<file path="src/rtl/dda_pkg.sv">
`default_nettype none

package dda_pkg;

    // Coordinate width; the stream field widths below are derived from it.
    localparam int COORD_BITS = 10;

    // Stream packing: four coordinates in, two coordinates out padded to bytes.
    localparam int IN_TDATA_W  = 4 * COORD_BITS;
    localparam int OUT_FIELD_W = 2 * COORD_BITS;
    localparam int OUT_TDATA_W = ((OUT_FIELD_W + 7) / 8) * 8;

    // Word kinds carried on the input tuser bit.
    localparam logic KIND_START   = 1'b0;
    localparam logic KIND_ADVANCE = 1'b1;

    // Commands from the controller to the datapath.
    typedef struct packed {
        logic load;      // latch endpoints, emit the first pixel
        logic div_step;  // one restoring division step for both axes
        logic advance;   // add increments, emit the next pixel
    } dda_cmd_t;

    // Status from the datapath to the controller.
    typedef struct packed {
        logic zero_len;   // the endpoints on the input bus are equal
        logic div_last;   // the current division step is the final one
        logic last_step;  // the next advance reaches the endpoint
    } dda_stat_t;

endpackage

`default_nettype wire

</file>
<file path="src/rtl/dda_line_generator.sv">
// DDA line rasterizer with stream input and output.
// The input word carries tuser = kind: a start word loads the two endpoints
// from tdata and produces the first pixel; an advance word steps one pixel.
// An advance word that arrives while no line is in progress is consumed and
// produces nothing. Each result word carries the pixel position in tdata and
// tlast set on the final pixel of the line.
// A start word shows its pixel on the output in the cycle after acceptance. The
// per-step increments are then formed by a restoring divider that retires one
// quotient bit per cycle for both axes, so the input holds tready low while
// the division runs after a start word with distinct endpoints. A start word
// with equal endpoints gives one pixel with tlast set and needs no division.
// After that, advance words are taken one per cycle while the receiver keeps
// up, and each gives its pixel in the following cycle.
// The single output register lets a new word enter in the same cycle the
// pending result is taken; while the receiver stalls, the input stalls too.
// Reset clears the controller to idle with no result pending.
`default_nettype none

module dda_line_generator #(
    parameter int FRAC_BITS = 16
) (
    input  wire logic                             clk,
    input  wire logic                             rst_n,
    input  wire logic                             s_tvalid,
    output logic                                  s_tready,
    // Fields from bit 0 up: x_start, y_start, x_end, y_end.
    input  wire logic [dda_pkg::IN_TDATA_W-1:0]   s_tdata,
    // Field: kind (start or advance).
    input  wire logic                             s_tuser,
    output logic                                  m_tvalid,
    input  wire logic                             m_tready,
    // Fields from bit 0 up: pixel_x, pixel_y, then zero padding.
    output logic [dda_pkg::OUT_TDATA_W-1:0]       m_tdata,
    output logic                                  m_tlast
);
    import dda_pkg::*;

    dda_cmd_t  cmd;
    dda_stat_t stat;

    // The controller sequences line start, division and pixel stepping.
    dda_ctrl u_ctrl (
        .clk      (clk),
        .rst_n    (rst_n),
        .s_tvalid (s_tvalid),
        .s_tready (s_tready),
        .s_kind   (s_tuser),
        .m_tvalid (m_tvalid),
        .m_tready (m_tready),
        .cmd      (cmd),
        .stat     (stat)
    );

    // The datapath holds the accumulators, the divider and the result word.
    dda_datapath #(
        .FRAC_BITS (FRAC_BITS)
    ) u_datapath (
        .clk      (clk),
        .rst_n    (rst_n),
        .cmd      (cmd),
        .stat     (stat),
        .in_data  (s_tdata),
        .out_data (m_tdata),
        .out_last (m_tlast)
    );

endmodule

`default_nettype wire

</file>
<file path="src/rtl/dda_ctrl.sv">
`default_nettype none

module dda_ctrl (
    input  wire logic              clk,
    input  wire logic              rst_n,
    input  wire logic              s_tvalid,
    output logic                   s_tready,
    input  wire logic              s_kind,
    output logic                   m_tvalid,
    input  wire logic              m_tready,
    output dda_pkg::dda_cmd_t      cmd,
    input  wire dda_pkg::dda_stat_t stat
);
    import dda_pkg::*;

    typedef enum logic [1:0] {
        ST_IDLE,
        ST_DIV,
        ST_RUN
    } state_t;

    state_t state_reg;
    state_t state_next;
    logic   m_tvalid_reg;
    logic   m_tvalid_next;
    logic   accept;

    always_comb
    begin
        s_tready      = (state_reg != ST_DIV) && (!m_tvalid_reg || m_tready);
        accept        = s_tvalid && s_tready;
        cmd           = '0;
        state_next    = state_reg;
        m_tvalid_next = m_tvalid_reg && !m_tready;

        unique case (state_reg)
            ST_IDLE, ST_RUN:
            begin
                if (accept)
                begin
                    if (s_kind == KIND_START)
                    begin
                        cmd.load      = 1'b1;
                        m_tvalid_next = 1'b1;
                        state_next    = stat.zero_len ? ST_IDLE : ST_DIV;
                    end
                    else if (state_reg == ST_RUN)
                    begin
                        cmd.advance   = 1'b1;
                        m_tvalid_next = 1'b1;
                        state_next    = stat.last_step ? ST_IDLE : ST_RUN;
                    end
                end
            end
            ST_DIV:
            begin
                cmd.div_step = 1'b1;
                if (stat.div_last)
                begin
                    state_next = ST_RUN;
                end
            end
            default:
            begin
                state_next = ST_IDLE;
            end
        endcase
    end

    always_ff @(posedge clk or negedge rst_n)
    begin
        if (!rst_n)
        begin
            state_reg    <= ST_IDLE;
            m_tvalid_reg <= 1'b0;
        end
        else
        begin
            state_reg    <= state_next;
            m_tvalid_reg <= m_tvalid_next;
        end
    end

    assign m_tvalid = m_tvalid_reg;

endmodule

`default_nettype wire

</file>
<file path="src/rtl/dda_datapath.sv">
`default_nettype none

module dda_datapath #(
    parameter int FRAC_BITS = 16
) (
    input  wire logic                            clk,
    input  wire logic                            rst_n,
    input  wire dda_pkg::dda_cmd_t               cmd,
    output dda_pkg::dda_stat_t                   stat,
    input  wire logic [dda_pkg::IN_TDATA_W-1:0]  in_data,
    output logic [dda_pkg::OUT_TDATA_W-1:0]      out_data,
    output logic                                 out_last
);
    import dda_pkg::*;

    localparam int AW  = COORD_BITS + FRAC_BITS + 1;  // accumulator, signed
    localparam int IW  = FRAC_BITS + 2;               // increment, signed
    localparam int QW  = FRAC_BITS + 1;               // quotient magnitude
    localparam int CW  = COORD_BITS + 1;              // deltas and step counts
    localparam int DCW = $clog2(FRAC_BITS + 1);

    logic [COORD_BITS-1:0] xs, ys, xe, ye;
    logic [CW-1:0]         dx, dy, adx, ady, s_len;

    logic [AW-1:0]  acc_x_reg, acc_y_reg, acc_x_next, acc_y_next;
    logic [IW-1:0]  inc_x_reg, inc_y_reg, inc_x_next, inc_y_next;
    logic [CW-1:0]  step_total_reg, step_done_reg, step_inc;
    logic [CW-1:0]  rem_x_reg, rem_y_reg, r1_x, r1_y;
    logic [QW-1:0]  q_x_reg, q_y_reg, q_x_next, q_y_next;
    logic           neg_x_reg, neg_y_reg, ge_x, ge_y;
    logic [DCW-1:0] div_cnt_reg;

    logic [COORD_BITS-1:0] px_adv, py_adv;
    logic [COORD_BITS-1:0] px_reg, py_reg;
    logic                  last_reg;

    assign xs = in_data[0*COORD_BITS +: COORD_BITS];
    assign ys = in_data[1*COORD_BITS +: COORD_BITS];
    assign xe = in_data[2*COORD_BITS +: COORD_BITS];
    assign ye = in_data[3*COORD_BITS +: COORD_BITS];

    always_comb
    begin
        dx    = {1'b0, xe} - {1'b0, xs};
        dy    = {1'b0, ye} - {1'b0, ys};
        adx   = dx[CW-1] ? (~dx + CW'(1)) : dx;
        ady   = dy[CW-1] ? (~dy + CW'(1)) : dy;
        s_len = (adx > ady) ? adx : ady;

        // Restoring division of |d| * 2^FRAC_BITS by the step count. Since
        // |d| never exceeds the step count, only FRAC_BITS + 1 quotient bits
        // can be set, so the remainder starts at |d| itself.
        ge_x     = (rem_x_reg >= step_total_reg);
        ge_y     = (rem_y_reg >= step_total_reg);
        r1_x     = ge_x ? (rem_x_reg - step_total_reg) : rem_x_reg;
        r1_y     = ge_y ? (rem_y_reg - step_total_reg) : rem_y_reg;
        q_x_next = {q_x_reg[QW-2:0], ge_x};
        q_y_next = {q_y_reg[QW-2:0], ge_y};
        inc_x_next = neg_x_reg ? (~{1'b0, q_x_next} + IW'(1)) : {1'b0, q_x_next};
        inc_y_next = neg_y_reg ? (~{1'b0, q_y_next} + IW'(1)) : {1'b0, q_y_next};

        acc_x_next = acc_x_reg + {{(AW-IW){inc_x_reg[IW-1]}}, inc_x_reg};
        acc_y_next = acc_y_reg + {{(AW-IW){inc_y_reg[IW-1]}}, inc_y_reg};
        px_adv     = acc_x_next[AW-1] ? '0 : acc_x_next[FRAC_BITS +: COORD_BITS];
        py_adv     = acc_y_next[AW-1] ? '0 : acc_y_next[FRAC_BITS +: COORD_BITS];
        step_inc   = step_done_reg + CW'(1);

        stat.zero_len  = (s_len == '0);
        stat.div_last  = (div_cnt_reg == '0);
        stat.last_step = (step_inc >= step_total_reg);
    end

    always_ff @(posedge clk or negedge rst_n)
    begin
        if (!rst_n)
        begin
            div_cnt_reg <= '0;
        end
        else if (cmd.load)
        begin
            div_cnt_reg <= DCW'(FRAC_BITS);
        end
        else if (cmd.div_step && (div_cnt_reg != '0))
        begin
            div_cnt_reg <= div_cnt_reg - DCW'(1);
        end
    end

    always_ff @(posedge clk)
    begin
        if (cmd.load)
        begin
            acc_x_reg      <= {1'b0, xs, {FRAC_BITS{1'b0}}};
            acc_y_reg      <= {1'b0, ys, {FRAC_BITS{1'b0}}};
            inc_x_reg      <= '0;
            inc_y_reg      <= '0;
            step_total_reg <= s_len;
            step_done_reg  <= '0;
            rem_x_reg      <= adx;
            rem_y_reg      <= ady;
            q_x_reg        <= '0;
            q_y_reg        <= '0;
            neg_x_reg      <= dx[CW-1];
            neg_y_reg      <= dy[CW-1];
            px_reg         <= xs;
            py_reg         <= ys;
            last_reg       <= (s_len == '0);
        end
        else if (cmd.div_step)
        begin
            rem_x_reg <= {r1_x[CW-2:0], 1'b0};
            rem_y_reg <= {r1_y[CW-2:0], 1'b0};
            q_x_reg   <= q_x_next;
            q_y_reg   <= q_y_next;
            if (div_cnt_reg == '0)
            begin
                inc_x_reg <= inc_x_next;
                inc_y_reg <= inc_y_next;
            end
        end
        else if (cmd.advance)
        begin
            acc_x_reg     <= acc_x_next;
            acc_y_reg     <= acc_y_next;
            step_done_reg <= step_inc;
            px_reg        <= px_adv;
            py_reg        <= py_adv;
            last_reg      <= (step_inc >= step_total_reg);
        end
    end

    assign out_data = {{(OUT_TDATA_W-OUT_FIELD_W){1'b0}}, py_reg, px_reg};
    assign out_last = last_reg;

endmodule

`default_nettype wire

</file>
<file path="config.mk">
export PLATFORM = sky130hd
export DESIGN_NAME = dda_line_generator
export DESIGN_NICKNAME = d
export VERILOG_FILES = /design/src/rtl/dda_pkg.sv /design/src/rtl/dda_line_generator.sv /design/src/rtl/dda_ctrl.sv /design/src/rtl/dda_datapath.sv
export SDC_FILE = /design/constraint.sdc
export NUM_CORES = 1
export LEC_CHECK = 0
export ABC_AREA = 0
export CAP_MARGIN = 30
export CELL_PAD_IN_SITES_DETAIL_PLACEMENT = 1
export CELL_PAD_IN_SITES_GLOBAL_PLACEMENT = 1
export CORE_MARGIN = 5
export CORE_UTILIZATION = 50
export CTS_CLUSTER_SIZE = 30
export DETAILED_ROUTE_END_ITERATION = 7
export DONT_BUFFER_PORTS = 1
export PLACE_DENSITY = 0.78
export SLEW_MARGIN = 20
export SYNTH_ARGS = -nofsm -noshare
export SYNTH_HDL_FRONTEND = slang
export SYNTH_SLANG_ARGS = --single-unit
</file>
<file path="constraint.sdc">
create_clock -name clk -period 4.6 [get_ports clk]
set_input_delay 0.69 -clock clk [delete_from_list [all_inputs] [get_ports clk]]
set_output_delay 0.69 -clock clk [all_outputs]
set_load 0.02 [all_outputs]
</file>
==> run_results.csv <==
group,metric,value,unit
setup_path,cp.arrival,5.69,ns
setup_path,start_kind,"input pin",
pwr,pwr-share-seq,0.308,
outcome,violations,"setup timing",
die,io_pins,72,
global_routing,first_global_vias,13080,
logic_synthesis,synth_area,13680,µm²
logic_synthesis,synth_edf_count,76,
place,gp_congestion,0.9032,
timing,fin_skew,0.01465,ns
logic_synthesis,yosysTopAreaCellShare,0.1668,
die,start_util,0.5076,
die,die_w,175.4,µm
pwr,intPower,5.375,mW
setup_path,critical-path-slowest-cell,"nor4_1",
layout,drive_above_1_share,0.1429,
cts,clock_path_buffers,2,
timing,fin_crit,5.390,ns
pwr,p_leak,6.779,nW
pwr,combPwrFrac,0.543,
drt,drcViolationCount,0,
timing,tightest_slew,0.7899,ns
timing,fin_ws,-0.7901,ns
cts,cts_htree_levels,4,
drt,wire_per_inst,20.37,µm
cts,numCtsBuffers,17,
setup_path,required,4.90,ns
logic_synthesis,avgSynthCellArea,8.620,µm²
logic_synthesis,ys_warn_count,0,
timing,finalSetupViolCount,5,
global_routing,antenna_found_initial,0,
drt,ant_nets,0,
cts,cts_tree,"built",
setup_path,endpoint_kind,"flop",
logic_synthesis,synth_area_leaders,"edfxtp_1, dfxtp_1, ha_1, o21ai_0, nand2_1",
layout,final_cell_mix,"nand2_1, o21ai_0, buf_4",
global_routing,grt_max_degree,139,
die,dieArea,30770,µm²
logic_synthesis,ys_seq_area_frac,0.3468,
timing,relSlewSlack,0.4665,
drt,vias_per_cell,6.066,
global_routing,grt_pass1_wl,66410,µm
die,placeableCoreArea,26950,µm²
logic_synthesis,synth_ff_type,"dfxtp_1",
cts,cts-root-buf,"clkbuf_16",
logic_synthesis,postSynthCellCount,1587,
pwr,clock_power_share,0.150,
drt,via_count,12470,
logic_synthesis,ys_ff_latch,197,
timing,fmax,185.5,MHz
cts,insertion_delay,0.44,ns
layout,insertedDiodeCount,0,
pwr,p_sw,4.188,mW
timing,final_hold_viol_count,0,
drt,drtIter0Drc,723,
global_routing,gr-total-overflow,0,
place,placed_cells,2012,
layout,fin_cells,2055,
timing,period_share,1.172,
die,num_rows,60,
timing,grt_setup_unrepaired,"yes",
pwr,finalPower,9.563,mW
setup_path,crit_family,"simple AND/OR/NAND/NOR gates",
cts,clock_sinks,197,
drt,wirelength,41860,µm
drt,drt_pass1_iterations,5,
pwr,max-vdd-ir-drop,0.2622,mV
flow_run,drv_cap,0,
cts,cts.clk_slew.worst_paths,0.07,ns
global_routing,grt.total_usage,0.2602,
setup_path,cpPeakStageDelay,0.63,ns
place,io_buffers,0,
layout,layout_commonest_cell,"nand2_1",
die,chipHeight,175.4,µm
setup_path,crit_fanout,6,
pwr,switching_share,0.4380,
pwr,p_per_area,603.6,nW/µm²
logic_synthesis,yosysUniqueCellTypes,86,
min_path,hold_path_class,"in -> reg",
outcome,status,"finished, violations left",
setup_path,critPathBufInv,4,
logic_synthesis,synthArstFlopShare,0.04061,
layout,fin_nets,1875,
setup_path,critPathKind,"in -> reg",
layout,area_growth,15.82,%
logic_synthesis,synth_top_cell_by_area,"edfxtp_1",
timing,maxSlewViolCount,0,
setup_path,crit_chain,"inv_1, ha_1, nor2b_1, o311a_1, a311o_1, nor4_1, nand4_1, ha_4, nand3_2, nor3_2, buf_4, nand4_1, buf_4, nand2_1, buf_4, nand4_1, a211o_1, or4_4, o31ai_4, a21boi_2",
place,dp_hpwl,28990,µm
==> synth_stat cells, types with 12 or more instances <==
master	instances
nand2b_1	22
nor3_1	26
o31ai_1	17
dfxtp_1	113
nor2b_1	19
a21oi_1	110
a22o_1	25
a21o_1	33
inv_1	90
clkbuf_1	42
xor2_1	70
xnor2_1	57
a211oi_1	36
nor2_1	125
o21ai_0	154
ha_1	123
or3_1	12
nand2_1	165
nand3_1	32
edfxtp_1	76
o21a_1	16
==> per-layer routing <==
layer | routed length (µm) | up-vias | global-route usage
li1 | - | 5993 | -
met1 | 18510 | 6181 | 0.3375
met2 | 21030 | 228 | 0.4618
met3 | 1372 | 63 | 0.03444
met4 | 946 | 0 | 0.06154
met5 | 0 | - | 0
==> final cells by class <==
type	count	area, µm²
Multi-Input combinational cell	1240	8597
Timing Repair Buffer	151	1165
Clock buffer	17	425.4
Tap cell	341	426.7
Fill cell	3189	11110
Inverter	94	367.9
Sequential cell	197	4745
Clock inverter	15	117.6
==> kinds of logic (layout without fill, tap and decap cells) <==
group / count (synthesis) / count (layout) / share of synthesized area
AOI/OAI and AO/OA: 501 / 501 / 0.2394
and+or+nand+nor: 470 / 470 / 0.1598
DFF: 197 / 197 / 0.3468
buffers and inverters: 153 / 277 / 0.04454
adders and majority gates: 129 / 129 / 0.1213
xor gates and xnor gates: 127 / 127 / 0.08131
muxes: 9 / 9 / 0.006586
other: 1 / 4 / 0.0002741
==> worst paths after layout <==
check	slack (ns)	from	end	cells past startpoint
max in group asynchronous	3.54	rst_n	u_ctrl.state_reg[0]	1
setup reg to reg	0.45	u_datapath.step_total_reg[1]	u_datapath.inc_x_reg[16]	17
min in group asynchronous	0.68	rst_n	u_datapath.div_cnt_reg[1]	1
setup / recovery	-0.79	s_tdata[11]	u_datapath.out_last	20
hold reg to reg	0.46	u_datapath.acc_x_reg[4]	u_datapath.acc_x_reg[4]	2
hold / removal	0.43	s_tvalid	u_ctrl.m_tvalid	1
==> stage by stage <==
stage | hold slack [ns] | worst slack [ns] | instance area (µm²) | setup TNS (ns) | utilization
after floorplan | 0.3944 | -0.6290 | 13750 | -1.170 | -
after global placement | 0.3952 | -0.8681 | 15020 | -1.698 | 0.5572
after detailed placement | 0.3953 | -1.025 | 15020 | -2.708 | 0.5572
after CTS | 0.4072 | -0.4170 | 15690 | -0.7561 | 0.5820
after global routing | 0.4124 | -1.138 | 15840 | -3.750 | 0.5879
final | 0.4281 | -0.7901 | 15840 | -1.704 | 0.5879
==> power by group through the flow <==
stage | registers, mW | clock network (mW) | logic [mW]
floorplan | 2.83 | 0 | 3.52
global placement | 2.94 | 0 | 4.72
detailed placement | 2.96 | 0 | 4.96
CTS | 2.93 | 1.45 | 5.07
global route | 3.00 | 1.54 | 5.76
finish | 2.94 | 1.43 | 5.19
==> timing repair <==
action	CTS	global route
hold buffers	1	0
setup buffers	3	7
pin swaps	8	5
endpoints found under the hold margin	8	0
resized for setup	16	17
endpoints found under the setup margin	2	6
Power figures use the tool's default switching activity.
